## config.mk

```make
export PLATFORM = sky130hd
export DESIGN_NAME = fixed_timestep_scheduler
export DESIGN_NICKNAME = d
export VERILOG_FILES = /design/src/fts_pkg.sv /design/src/fts_ctrl.sv /design/src/fts_dp.sv /design/src/fixed_timestep_scheduler.sv
export VERILOG_INCLUDE_DIRS = /design/src /design/src/src
export SDC_FILE = /design/constraint.sdc
export NUM_CORES = 1
export LEC_CHECK = 0
export BUFFER_PORTS_ARGS = -buffer_cell sky130_fd_sc_hd__buf_2
export CAP_MARGIN = 20
export CORE_MARGIN = 3
export CORE_UTILIZATION = 61
export DETAILED_ROUTE_END_ITERATION = 12
export PLACE_DENSITY = 0.93
export SETUP_SLACK_MARGIN = 0.2
export SLEW_MARGIN = 5
export SYNTH_ARGS = -nofsm -noshare
export SYNTH_HDL_FRONTEND = slang
export SYNTH_SLANG_ARGS = --single-unit
```

## constraint.sdc

```tcl
create_clock -name aclk -period 10.19 [get_ports aclk]
set_input_delay 0.5095 -clock aclk [delete_from_list [all_inputs] [get_ports aclk]]
set_output_delay 0.5095 -clock aclk [all_outputs]
set_load 0.1 [all_outputs]
```

## src/fixed_timestep_scheduler_defines.svh

```systemverilog
// Assertion macros shared by the scheduler modules.
// Define NO_ASSERTIONS to compile every check away.
`ifndef FIXED_TIMESTEP_SCHEDULER_DEFINES_SVH
`define FIXED_TIMESTEP_SCHEDULER_DEFINES_SVH

`ifndef NO_ASSERTIONS

// Same-cycle implication, disabled in reset
`define FTS_ASSERT_IMP(label, clk, rstn, ante, cons) \
    label: assert property (@(posedge clk) disable iff (!(rstn)) (ante) |-> (cons)) \
        else $error("fixed_timestep_scheduler: check failed");

// Next-cycle implication, disabled in reset
`define FTS_ASSERT_NXT(label, clk, rstn, ante, cons) \
    label: assert property (@(posedge clk) disable iff (!(rstn)) (ante) |=> (cons)) \
        else $error("fixed_timestep_scheduler: check failed");

`else

`define FTS_ASSERT_IMP(label, clk, rstn, ante, cons)
`define FTS_ASSERT_NXT(label, clk, rstn, ante, cons)

`endif

`endif

```

## src/fts_pkg.sv

```systemverilog
package fts_pkg;

    // Fixed widths of the configuration registers
    localparam int STEP_W  = 24;
    localparam int FRAME_W = 32;
    localparam int COUNT_W = 6;

    // APB map
    localparam int APB_ADDR_W = 4;
    localparam int APB_DATA_W = 32;
    localparam logic [1:0] REG_STEP_LENGTH = 2'd0;
    localparam logic [1:0] REG_MAX_FRAME   = 2'd1;
    localparam logic [1:0] REG_MAX_STEPS   = 2'd2;

    // Register reset values
    localparam logic [STEP_W-1:0]  STEP_RESET  = 24'd16667;
    localparam logic [FRAME_W-1:0] FRAME_RESET = 32'd250000;
    localparam logic [COUNT_W-1:0] STEPS_RESET = 6'd5;

    // Input mode and result kind codes
    localparam logic MODE_ADVANCE = 1'b0;
    localparam logic MODE_CLEAR   = 1'b1;
    localparam logic KIND_TICK    = 1'b0;
    localparam logic KIND_SUMMARY = 1'b1;

    // Controller to datapath commands
    typedef struct packed {
        logic load;
        logic tick;
        logic div_load_mod;
        logic div_step;
        logic finish_mod;
        logic div_load_alpha;
        logic emit_sum;
    } cmd_t;

    // Datapath to controller status
    typedef struct packed {
        logic clear_flag;
        logic zero_delta;
        logic can_tick;
        logic div_done;
    } status_t;

endpackage

```

## src/fts_ctrl.sv

```systemverilog
`include "fixed_timestep_scheduler_defines.svh"

module fts_ctrl (
    input  logic             aclk,
    input  logic             aresetn,
    input  logic             in_valid,
    output logic             in_ready,
    output logic             out_valid,
    input  logic             out_ready,
    input  fts_pkg::status_t status,
    output fts_pkg::cmd_t    cmd
);
    import fts_pkg::*;

    typedef enum logic [2:0] {
        S_IDLE,
        S_CHECK,
        S_TICK_OUT,
        S_MOD,
        S_ALPHA_LOAD,
        S_ALPHA,
        S_SUM_OUT
    } state_t;

    state_t state_reg, state_next;
    logic   in_ready_reg, in_ready_next;
    logic   out_valid_reg, out_valid_next;

    assign in_ready  = in_ready_reg;
    assign out_valid = out_valid_reg;

    // Sequence ticks, backlog modulo, alpha division, summary, or clear
    always_comb begin
        state_next     = state_reg;
        in_ready_next  = in_ready_reg;
        out_valid_next = out_valid_reg;
        cmd            = '0;
        case (state_reg)
            S_IDLE: begin
                if (in_valid) begin
                    cmd.load      = 1'b1;
                    in_ready_next = 1'b0;
                    state_next    = S_CHECK;
                end
            end
            S_CHECK: begin
                if (status.clear_flag) begin
                    in_ready_next = 1'b1;
                    state_next    = S_IDLE;
                end else if (status.zero_delta) begin
                    state_next = S_ALPHA_LOAD;
                end else if (status.can_tick) begin
                    cmd.tick       = 1'b1;
                    out_valid_next = 1'b1;
                    state_next     = S_TICK_OUT;
                end else begin
                    cmd.div_load_mod = 1'b1;
                    state_next       = S_MOD;
                end
            end
            S_TICK_OUT: begin
                if (out_ready) begin
                    out_valid_next = 1'b0;
                    state_next     = S_CHECK;
                end
            end
            S_MOD: begin
                if (status.div_done) begin
                    cmd.finish_mod = 1'b1;
                    state_next     = S_ALPHA_LOAD;
                end else begin
                    cmd.div_step = 1'b1;
                end
            end
            S_ALPHA_LOAD: begin
                cmd.div_load_alpha = 1'b1;
                state_next         = S_ALPHA;
            end
            S_ALPHA: begin
                if (status.div_done) begin
                    cmd.emit_sum   = 1'b1;
                    out_valid_next = 1'b1;
                    state_next     = S_SUM_OUT;
                end else begin
                    cmd.div_step = 1'b1;
                end
            end
            S_SUM_OUT: begin
                if (out_ready) begin
                    out_valid_next = 1'b0;
                    in_ready_next  = 1'b1;
                    state_next     = S_IDLE;
                end
            end
            default: begin
                out_valid_next = 1'b0;
                in_ready_next  = 1'b1;
                state_next     = S_IDLE;
            end
        endcase
    end

    // Hold state and handshake flags
    always_ff @(posedge aclk) begin
        if (!aresetn) begin
            state_reg     <= S_IDLE;
            in_ready_reg  <= 1'b1;
            out_valid_reg <= 1'b0;
        end else begin
            state_reg     <= state_next;
            in_ready_reg  <= in_ready_next;
            out_valid_reg <= out_valid_next;
        end
    end

    `FTS_ASSERT_IMP(a_ready_valid_excl, aclk, aresetn, in_ready_reg, !out_valid_reg)
    `FTS_ASSERT_IMP(a_tick_gated, aclk, aresetn, cmd.tick, status.can_tick)
    `FTS_ASSERT_IMP(a_div_step_live, aclk, aresetn, cmd.div_step, !status.div_done)

endmodule

```

## src/fts_dp.sv

```systemverilog
`include "fixed_timestep_scheduler_defines.svh"

module fts_dp #(
    parameter int TIME_WIDTH     = 32,
    parameter int SIM_TIME_WIDTH = 48,
    parameter int ALPHA_BITS     = 16
) (
    input  logic                               aclk,
    input  logic                               aresetn,
    input  logic [fts_pkg::STEP_W-1:0]         step,
    input  logic [fts_pkg::FRAME_W-1:0]        max_frame,
    input  logic [fts_pkg::COUNT_W-1:0]        limit,
    input  logic                               in_mode,
    input  logic [TIME_WIDTH-1:0]              in_delta,
    input  fts_pkg::cmd_t                      cmd,
    output fts_pkg::status_t                   status,
    output logic                               out_kind,
    output logic [SIM_TIME_WIDTH-1:0]          out_sim_time,
    output logic [fts_pkg::COUNT_W-1:0]        out_step_count,
    output logic [TIME_WIDTH-1:0]              out_accepted,
    output logic [TIME_WIDTH-1:0]              out_dropped,
    output logic [ALPHA_BITS-1:0]              out_alpha,
    output logic                               out_last
);
    import fts_pkg::*;

    localparam int SUM_W = ((TIME_WIDTH > STEP_W) ? TIME_WIDTH : STEP_W) + 1;
    localparam int CMP_W = (TIME_WIDTH > FRAME_W) ? TIME_WIDTH : FRAME_W;
    localparam int CNT_W = $clog2(SUM_W + 1);

    // Architectural state
    logic [STEP_W-1:0]         accum_reg;
    logic [SIM_TIME_WIDTH-1:0] sim_reg;
    // Per-frame working registers
    logic [SUM_W-1:0]          acc_reg;
    logic [TIME_WIDTH-1:0]     accepted_reg;
    logic [TIME_WIDTH-1:0]     dropped_reg;
    logic [COUNT_W-1:0]        n_reg;
    logic                      clear_reg;
    logic                      zero_reg;
    // Shared restoring divider
    logic [STEP_W-1:0]         rem_reg;
    logic [SUM_W-1:0]          quo_reg;
    logic [CNT_W-1:0]          div_cnt_reg;
    logic                      sat_reg;

    logic [CMP_W-1:0]          frame_max_w;
    logic [TIME_WIDTH-1:0]     accepted_w;
    logic [STEP_W:0]           rem_shift;
    logic [STEP_W:0]           rem_sub;
    logic                      rem_ge;
    logic [SUM_W-1:0]          backlog;
    logic [SUM_W:0]            drop_sum;
    logic [TIME_WIDTH-1:0]     drop_sat;
    logic [SIM_TIME_WIDTH-1:0] sim_tick;

    // Clamp the frame to max(max_frame, step)
    always_comb begin
        frame_max_w = (CMP_W'(max_frame) < CMP_W'(step)) ? CMP_W'(step) : CMP_W'(max_frame);
        accepted_w  = (CMP_W'(in_delta) < frame_max_w) ? in_delta
                                                       : frame_max_w[TIME_WIDTH-1:0];
    end

    // One restoring division step
    assign rem_shift = {rem_reg, quo_reg[SUM_W-1]};
    assign rem_ge    = rem_shift >= {1'b0, step};
    assign rem_sub   = rem_shift - {1'b0, step};

    // Drop the whole-step backlog and saturate the dropped time
    assign backlog  = acc_reg - SUM_W'(rem_reg);
    assign drop_sum = (SUM_W + 1)'(dropped_reg) + (SUM_W + 1)'(backlog);
    assign drop_sat = (|drop_sum[SUM_W:TIME_WIDTH]) ? '1 : drop_sum[TIME_WIDTH-1:0];

    assign sim_tick = sim_reg + SIM_TIME_WIDTH'(step);

    assign status.clear_flag = clear_reg;
    assign status.zero_delta = zero_reg;
    assign status.can_tick   = (acc_reg >= SUM_W'(step)) && (n_reg < limit);
    assign status.div_done   = (div_cnt_reg == '0);

    // Accumulator, simulation time and divider count
    always_ff @(posedge aclk) begin
        if (!aresetn) begin
            accum_reg   <= '0;
            sim_reg     <= '0;
            div_cnt_reg <= '0;
            clear_reg   <= 1'b0;
            zero_reg    <= 1'b0;
        end else begin
            if (cmd.load) begin
                clear_reg <= (in_mode == MODE_CLEAR);
                zero_reg  <= (in_delta == '0);
                if (in_mode == MODE_CLEAR) begin
                    accum_reg <= '0;
                    sim_reg   <= '0;
                end
            end
            if (cmd.tick) begin
                sim_reg <= sim_tick;
            end
            if (cmd.finish_mod) begin
                accum_reg <= rem_reg;
            end
            if (cmd.div_load_mod) begin
                div_cnt_reg <= CNT_W'(SUM_W);
            end else if (cmd.div_load_alpha) begin
                div_cnt_reg <= CNT_W'(ALPHA_BITS);
            end else if (cmd.div_step) begin
                div_cnt_reg <= div_cnt_reg - 1'b1;
            end
        end
    end

    // Frame working values and divider data
    always_ff @(posedge aclk) begin
        if (cmd.load) begin
            acc_reg      <= SUM_W'(accum_reg) + SUM_W'(accepted_w);
            accepted_reg <= accepted_w;
            dropped_reg  <= in_delta - accepted_w;
            n_reg        <= '0;
        end
        if (cmd.tick) begin
            acc_reg <= acc_reg - SUM_W'(step);
            n_reg   <= n_reg + 1'b1;
        end
        if (cmd.finish_mod) begin
            acc_reg     <= SUM_W'(rem_reg);
            dropped_reg <= drop_sat;
        end
        if (cmd.div_load_mod) begin
            rem_reg <= '0;
            quo_reg <= acc_reg;
        end else if (cmd.div_load_alpha) begin
            rem_reg <= accum_reg;
            quo_reg <= '0;
            sat_reg <= accum_reg >= step;
        end else if (cmd.div_step) begin
            rem_reg <= rem_ge ? rem_sub[STEP_W-1:0] : rem_shift[STEP_W-1:0];
            quo_reg <= {quo_reg[SUM_W-2:0], rem_ge};
        end
    end

    // Output register: load a tick or the summary beat
    always_ff @(posedge aclk) begin
        if (cmd.tick) begin
            out_kind       <= KIND_TICK;
            out_sim_time   <= sim_tick;
            out_step_count <= n_reg + 1'b1;
            out_accepted   <= '0;
            out_dropped    <= '0;
            out_alpha      <= '0;
            out_last       <= 1'b0;
        end else if (cmd.emit_sum) begin
            out_kind       <= KIND_SUMMARY;
            out_sim_time   <= sim_reg;
            out_step_count <= n_reg;
            out_accepted   <= accepted_reg;
            out_dropped    <= dropped_reg;
            out_alpha      <= sat_reg ? '1 : quo_reg[ALPHA_BITS-1:0];
            out_last       <= 1'b1;
        end
    end

    `FTS_ASSERT_NXT(a_tick_count, aclk, aresetn, cmd.tick, n_reg == COUNT_W'($past(n_reg) + 1'b1))
    `FTS_ASSERT_NXT(a_mod_leftover, aclk, aresetn, cmd.finish_mod, accum_reg < step)
    `FTS_ASSERT_NXT(a_clear_zeroes, aclk, aresetn, cmd.load && in_mode == MODE_CLEAR, sim_reg == '0 && accum_reg == '0)

endmodule

```

## src/fixed_timestep_scheduler.sv

```systemverilog
// Order: an accepted frame enters the check state, which raises each tick beat; after
// a tick is taken the block returns to the check state for the next. The summary follows
// the last tick once the shared divider, one quotient bit per cycle, has run the backlog
// modulo and then the alpha division. A new frame is accepted only once the last frame's
// summary is taken or its clear is done; a zero delta skips the ticks and the modulo.
// Reset (aresetn low, synchronous): registers to defaults, accumulator and time to zero.
module fixed_timestep_scheduler #(
    parameter int TIME_WIDTH     = 32,
    parameter int SIM_TIME_WIDTH = 48,
    parameter int ALPHA_BITS     = 16
) (
    input  logic                                  aclk,
    input  logic                                  aresetn,
    // frame input
    input  logic                                  s_tvalid,
    output logic                                  s_tready,
    input  logic [((TIME_WIDTH + 7) / 8) * 8 - 1:0] s_tdata,  // frame_delta
    input  logic                                  s_tuser,  // mode
    // results
    output logic                                  m_tvalid,
    input  logic                                  m_tready,
    // sim_time, step_count, accepted_time, dropped_time, alpha (low bit first)
    output logic [((SIM_TIME_WIDTH + fts_pkg::COUNT_W + 2 * TIME_WIDTH + ALPHA_BITS + 7)
                   / 8) * 8 - 1:0]                 m_tdata,
    output logic                                  m_tuser,  // kind
    output logic                                  m_tlast,
    // configuration
    input  logic                                  psel,
    input  logic                                  penable,
    input  logic                                  pwrite,
    input  logic [fts_pkg::APB_ADDR_W-1:0]        paddr,
    input  logic [fts_pkg::APB_DATA_W-1:0]        pwdata,
    output logic [fts_pkg::APB_DATA_W-1:0]        prdata,
    output logic                                  pready
);
    import fts_pkg::*;

    localparam int OUT_W      = SIM_TIME_WIDTH + COUNT_W + 2 * TIME_WIDTH + ALPHA_BITS;
    localparam int OUT_DATA_W = ((OUT_W + 7) / 8) * 8;

    logic [STEP_W-1:0]  step_length_reg;
    logic [FRAME_W-1:0] max_frame_reg;
    logic [COUNT_W-1:0] max_steps_reg;
    logic [STEP_W-1:0]  step_eff;
    logic [COUNT_W-1:0] limit_eff;
    logic               cfg_write;

    cmd_t    cmd;
    status_t status;

    logic                      out_kind;
    logic [SIM_TIME_WIDTH-1:0] out_sim_time;
    logic [COUNT_W-1:0]        out_step_count;
    logic [TIME_WIDTH-1:0]     out_accepted;
    logic [TIME_WIDTH-1:0]     out_dropped;
    logic [ALPHA_BITS-1:0]     out_alpha;
    logic                      out_last;

    // APB register file
    assign pready    = 1'b1;
    assign cfg_write = psel && penable && pwrite && pready;

    always_ff @(posedge aclk) begin
        if (!aresetn) begin
            step_length_reg <= STEP_RESET;
            max_frame_reg   <= FRAME_RESET;
            max_steps_reg   <= STEPS_RESET;
        end else if (cfg_write) begin
            case (paddr[3:2])
                REG_STEP_LENGTH: step_length_reg <= pwdata[STEP_W-1:0];
                REG_MAX_FRAME:   max_frame_reg   <= pwdata[FRAME_W-1:0];
                REG_MAX_STEPS:   max_steps_reg   <= pwdata[COUNT_W-1:0];
                default: ;
            endcase
        end
    end

    always_comb begin
        case (paddr[3:2])
            REG_STEP_LENGTH: prdata = APB_DATA_W'(step_length_reg);
            REG_MAX_FRAME:   prdata = APB_DATA_W'(max_frame_reg);
            REG_MAX_STEPS:   prdata = APB_DATA_W'(max_steps_reg);
            default:         prdata = '0;
        endcase
    end

    // Treat a zero step or zero step limit as one
    assign step_eff  = (step_length_reg == '0) ? STEP_W'(1) : step_length_reg;
    assign limit_eff = (max_steps_reg == '0) ? COUNT_W'(1) : max_steps_reg;

    fts_ctrl u_ctrl (
        .aclk      (aclk),
        .aresetn   (aresetn),
        .in_valid  (s_tvalid),
        .in_ready  (s_tready),
        .out_valid (m_tvalid),
        .out_ready (m_tready),
        .status    (status),
        .cmd       (cmd)
    );

    fts_dp #(
        .TIME_WIDTH     (TIME_WIDTH),
        .SIM_TIME_WIDTH (SIM_TIME_WIDTH),
        .ALPHA_BITS     (ALPHA_BITS)
    ) u_dp (
        .aclk           (aclk),
        .aresetn        (aresetn),
        .step           (step_eff),
        .max_frame      (max_frame_reg),
        .limit          (limit_eff),
        .in_mode        (s_tuser),
        .in_delta       (s_tdata[TIME_WIDTH-1:0]),
        .cmd            (cmd),
        .status         (status),
        .out_kind       (out_kind),
        .out_sim_time   (out_sim_time),
        .out_step_count (out_step_count),
        .out_accepted   (out_accepted),
        .out_dropped    (out_dropped),
        .out_alpha      (out_alpha),
        .out_last       (out_last)
    );

    // Pack the result beat
    assign m_tdata = OUT_DATA_W'({out_alpha, out_dropped, out_accepted,
                                  out_step_count, out_sim_time});
    assign m_tuser = out_kind;
    assign m_tlast = out_last;

endmodule

```

### Yosys cells after proc, flatten, opt, wreduce, memory -nomap -nowiden

Index checks and enable logic that the tools add are counted.

| storage, ports and cells | value |
|---|---|
| register bits | 443 |
| input bits | 76 |
| output and inout bits | 173 |
| logic and storage cells | 162 |

| operators by class | value |
|---|---|
| $add $sub $neg | 9 |
| $lt $le $gt $ge | 6 |
| equal/unequal tests | 18 |
| muxes and demuxes | 65 |
| bitwise logic cells | 4 |
| reduce and logical (&&, ||, !) cells | 33 |

Operator list:

| operator | number |
|---|---|
| two-way mux 48 bit | 5 |
| two-way mux 24 bit | 8 |
| two-way mux 33 bit | 5 |
| two-way mux 32 bit | 5 |
| one-hot mux 32 bit (3 select lines) | 1 |
| subtractor 33 x 24 -> 33 bit | 2 |
| adder 48 x 24 -> 48 bit | 1 |
| two-way mux 6 bit | 8 |
| adder 32 x 33 -> 34 bit | 1 |
| adder 24 x 32 -> 33 bit | 1 |
| >= comparator 33 x 24 -> 1 bit | 1 |
| zero test 32 bit | 1 |
| < comparator 32 x 24 -> 1 bit | 1 |
| < comparator 32 bit | 1 |
| subtractor 32 bit | 1 |
| >= comparator 25 x 24 -> 1 bit | 1 |
| >= comparator 24 bit | 1 |
| zero test 24 bit | 1 |
| subtractor 24 bit | 1 |
| two-way mux 3 bit | 7 |
| one-hot mux 3 bit (7 select lines) | 1 |
| two-way mux 1 bit | 19 |
| two-way mux 16 bit | 1 |
| != test 2 bit, second input constant | 8 |
| other kinds (25) | 53 |

### Logic depth before layout (Yosys ltp)

| depth | value |
|---|---|
| depth in word-level cells | 10 |
| depth in mapped cells | 40 |
| depth with buffers taken out | 37 |

### Modules after synthesis

Synthesis repeated with hierarchy kept, for this count alone.

| unflattened totals | value |
|---|---|
| cell total of the unflattened synthesis | 3604 |
| area, all modules | 31193.7 µm² |

Modules (own cells, without submodules):

| module | times used | cells each | area an instance (µm²) | seq. area each (µm²) |
|---|---|---|---|---|
| fts_dp | 1 | 3143 | 27577.7 | 9349.0 |
| fixed_timestep_scheduler | 1 | 400 | 3145.5 | 1241.2 |
| fts_ctrl | 1 | 61 | 470.5 | 100.1 |

### Worst setup path before layout

No wires, ideal clock.

| path | value |
|---|---|
| kind | reg2reg |
| start point | register step_length_reg[22] |
| end point | register u_dp.dropped_reg[26] (data pin) |
| library setup time | 0.281 ns |
| arrival time | 7.639 ns |
| data required time | 9.909 ns |
| path slack | 2.270 ns |
| stages on the path, launching flop included | 37 |
| buffers on the path | 3 |
| clock period less this slack | 7.920 ns |
| cells stage by stage | dfxtp_1 -> inv_1 -> ha_1 -> a21oi_1 -> nand2_1 -> a2111oi_2 -> nand3_2 -> nor2_8 -> buf_1 -> mux2i_1 -> ha_1 -> a21oi_1 -> nor2b_1 -> o21ai_0 -> a21oi_1 -> o21a_1 -> o311ai_0 -> o21ai_1 -> clkbuf_1 -> clkbuf_1 -> o21ai_0 -> ha_1 -> inv_1 -> fa_1 -> nor2_1 -> o21ai_0 -> a21oi_1 -> nor2_1 -> mux2_4 -> maj3_2 -> maj3_2 -> o211ai_2 -> a21o_2 -> o2111ai_1 -> a31oi_1 -> xnor2_1 -> a22oi_1 |

| on the way | value |
|---|---|
| word-level cells in the longest chain between the ends | 9 |

RTL lines:

| element | line | text |
|---|---|---|
| start: declaration | fixed_timestep_scheduler.sv:41 | `logic [STEP_W-1:0] step_length_reg;` |
| start signal: assignment | fixed_timestep_scheduler.sv:70 | `REG_STEP_LENGTH: step_length_reg <= pwdata[STEP_W-1:0];` |
| zero test 24 bit | fixed_timestep_scheduler.sv:88 | `assign step_eff = (step_length_reg == '0) ? STEP_W'(1) : step_length_reg;` |
| two-way mux 24 bit * | fixed_timestep_scheduler.sv:88 |  |
| < comparator 32 x 24 -> 1 bit | fts_dp.sv:59 | `frame_max_w = (CMP_W'(max_frame) < CMP_W'(step)) ? CMP_W'(step) : CMP_W'(max_frame);` |
| two-way mux 32 bit * | fts_dp.sv:59 |  |
| < comparator 32 bit | fts_dp.sv:60 | `accepted_w = (CMP_W'(in_delta) < frame_max_w) ? in_delta` |
| two-way mux 32 bit * | fts_dp.sv:60 |  |
| via u_dp.accepted_w[0] | fts_dp.sv:48 | `logic [TIME_WIDTH-1:0] accepted_w;` |
| subtractor 32 bit * | fts_dp.sv:119 | `dropped_reg <= in_delta - accepted_w;` |
| two-way mux 32 bit * | fts_dp.sv:116 | `if (cmd.load) begin` |
| two-way mux 32 bit * | fts_dp.sv:126 | `if (cmd.finish_mod) begin` |
| end signal: assignment | fts_dp.sv:119 |  |
| end signal: assignment | fts_dp.sv:128 | `dropped_reg <= drop_sat;` |
| end: declaration | fts_dp.sv:37 | `logic [TIME_WIDTH-1:0] dropped_reg;` |

Mark *: on every way through the listed nets, which the timed path passes. The rest lies on a longest branch. The select of a mux whose other input is x is not followed.
A chain may end at the register's enable or synchronous reset.

### Final worst setup path

| path | value |
|---|---|
| start point | register step_length_reg[22] |
| end point | register u_dp.dropped_reg[24] (data pin) |

The elaborated chain is that of the path after synthesis.

==> flow_metrics.py <==
metrics = {
    "sta": {
        "rsz0062_at_grt": "false",
        "fin_crit_sh_pct": 89.4,
        "max-slew-margin-rel_pct": 28.3,
        "slew_violations": 0,
        "holdWs_ns": 0.128,
        "tns_ns": 0,
        "fin_skew_ns": 0.0269,
        "fmax_ghz": 0.110,
        "setup_violations": 0,
        "worst_pin_slew_ns": 1.08,
        "setup_ws_ns": 1.08,
        "min_period_ns": 9.11,
        "finalHoldViolCount": 0,
    },
    "worst_setup_path": {
        "cp_max_fo": 55,
        "slowest_delay_ns": 0.67,
        "crit_slowest_cell": "a221oi_1",
        "timing.rr.end": "u_dp.dropped_reg[24]",
        "arrival_ns": 9.42,
        "reg2reg_slack_ns": 1.08,
        "crit_path_end_kind": "flop",
        "start_kind": "flop",
        "timing.rr.start": "step_length_reg[22]",
        "endpoint": "u_dp.dropped_reg[24]",
        "required_ns": 10.50,
        "critical_path_class": "flop to flop",
        "timing.critical_path.from": "step_length_reg[22]",
        "reg2reg_depth": 35,
    },
    "final_layout": {
        "multi_input_area_um2": 17900,
        "finalCoreUtilization_pct": 69.0,
        "drive_above_1_share_pct": 11.1,
        "syn_to_final_growth_pct": 10.8,
        "seqCellArea_um2": 10700,
        "fin_cells": 4391,
        "layout_common_cells": "596 x nand2_1, 375 x a21oi_1, 266 x ha_1, 261 x dfxtp_1, 260 x nor2_1",
        "fin_nets": 4082,
        "fillerInstances": 3816,
        "fin_area_um2": 33100,
        "final_common_cell": "nand2_1",
    },
    "power": {
        "power_mw": 6.89,
        "power.switching_mw": 2.79,
        "pwr-share-comb_pct": 40.0,
        "switching_share_pct": 40.5,
        "leakage_nw": 14.1,
        "powerDensity_nw_per_um2": 208,
        "peakVddDrop_mv": 0.159,
        "pwr-share-seq_pct": 32.9,
        "internal-power_mw": 4.10,
        "clkPwrFrac_pct": 27.1,
    },
    "grt": {
        "met3_usage_pct": 7.49,
        "grt_use_total_pct": 35.5,
        "grt_use_met1_pct": 46.9,
        "grt_use_met2_pct": 56.5,
        "grt_pass1_wl_um": 144000,
        "antenna_found_initial": 4,
        "grt_start_max_net_pins": 89,
        "grt.busiest_layer": "met2",
        "grt_pass1_vias": 26000,
        "overflow": 0,
    },
    "floorplan": {
        "initial_core_util_pct": 62.2,
        "design.portCount": 249,
        "die_w_um": 227,
        "die_height_um": 227,
        "dieArea_um2": 51700,
        "core_um2": 48000,
        "rows": 80,
    },
    "detailed_routing": {
        "drtPass1Iterations": 6,
        "via_per_inst": 6.41,
        "drt-total-wl_um": 93800,
        "routedWlPerCell_um": 21.4,
        "initialDrtViolationCount": 3317,
        "ant_nets": 0,
        "drc_errors": 0,
        "vias": 28100,
    },
    "job": {
        "drv_cap": 0,
    },
    "yosys": {
        "yosys_warnings": 0,
        "syn-mean-instance-area_um2": 8.32,
        "synth_edf_count": 182,
        "ys_seq_elements": 443,
        "ys_async_sr_fraction_pct": 0,
        "synth_flop_cell": "dfxtp_1",
        "synth.top_cell.area_share_pct": 18.3,
        "synth_area_um2": 29900,
        "ys_types": 95,
        "yosys.area.top_type": "edfxtp_1",
        "seq_area_frac_synth_pct": 35.7,
        "synthCells": 3595,
        "ys_top_cells_by_area": "edfxtp_1 18%, dfxtp_1 17%, ha_1 11%",
    },
    "cts": {
        "numCtsBuffers": 48,
        "clk_path_buf_depth": 3,
        "postCtsSetupRepairBufs": 0,
        "h-tree-depth": 2,
        "cts.sinks": 443,
        "clock-root-buffer": "clkbuf_16",
        "cts_tree": "built",
        "cts.clk_slew.worst_paths_ns": 0.06,
        "postCtsHoldBufs": 0,
        "clk_latency_ns": 0.61,
        "cts.repair.resized": 0,
    },
    "placement": {
        "dpl_cell_area_um2": 31400,
        "gp_congestion": 1.02,
        "numPortBuffers": 243,
        "dp_cells": 4297,
        "place_hpwl_um": 69600,
        "pre_cts_ws_ns": 1.24,
    },
    "worst_hold_path": {
        "hold_class": "input pin to flop",
    },
    "status": {
        "outcome": "finished, final reports clean",
    },
}
[metal layers]
metal  routed length [um]  share of wire, %
met5                   24             0.026
met1                36500                39
met4                 4660               5.0
met3                10300                11
met2                42300                45
[power by group through the flow]
stage | clock network (mW) | registers [mW] | logic [mW]
after CTS | 1.87 | 2.26 | 2.70
after floorplan | 0 | 2.58 | 1.76
final | 1.87 | 2.27 | 2.75
after global routing | 1.94 | 2.28 | 2.99
after detailed placement | 0 | 2.29 | 2.67
after global placement | 0 | 2.29 | 2.63
[synthesized netlist by cell type, types with 33 or more instances]
cell type,n
nor2b_1,33
a21oi_1,375
inv_1,164
nand3_1,99
nand2b_1,36
o21ai_0,151
clkbuf_1,160
xnor2_1,115
nor2_1,261
a211oi_1,35
o21a_1,56
a31oi_1,33
nand4_1,41
mux2i_1,67
a21o_1,80
nand2_1,598
nor3_1,86
edfxtp_1,182
dfxtp_1,261
ha_1,266
xor2_1,72
a22oi_1,45
[worst min path at each step]
stage | to | slack [ns] | depth (start not counted) | from
final | max_frame_reg[15] | 0.13 | 3 | pwdata[15]
after global routing | max_frame_reg[15] | 0.13 | 3 | pwdata[15]
after CTS | max_frame_reg[15] | 0.11 | 3 | pwdata[15]
after detailed placement | u_dp.out_accepted[24] | 0.44 | 2 | u_dp.out_accepted[24]
after global placement | u_dp.out_accepted[26] | 0.44 | 2 | u_dp.out_accepted[26]
after floorplan | u_dp.sim_reg[0] | 0.45 | 2 | u_dp.sim_reg[0]
[logic make-up after synthesis]
| family | share of synthesized area (%) |
|---|---|
| AO/OA/AOI/OAI | 20.1 |
| multiplexers | 2.72 |
| AND/OR/NAND/NOR | 19.6 |
| buffers and inverters | 4.58 |
| other | 0.0251 |
| XOR/XNOR | 5.48 |
| adder cells (fa/ha/maj) | 11.7 |
| flip-flops | 35.7 |
[cell type report]
cell class	instances	area share, %
inverters	167	1.89
clock buffers	65	4.16
diodes	3	0.0226
flip-flops and latches	443	32.3
well taps	615	2.32
multi-input cells	2799	54.0
repair buffers	274	4.37
clock inverters	25	0.932
[worst max-delay path: cells and delay by family (launching register included)]
| family | cells | cell delay, ns |
|---|---|---|
| buffers and inverters | 3 | 0.71 |
| multiplexers | 2 | 0.70 |
| adder cells (fa/ha/maj) | 5 | 1.80 |
| AO/OA/AOI/OAI | 16 | 3.43 |
| XOR/XNOR | 1 | 0.37 |
| AND/OR/NAND/NOR | 8 | 1.30 |
| flip-flops | 1 | 0.49 |
(Power assumes the default switching activity.)
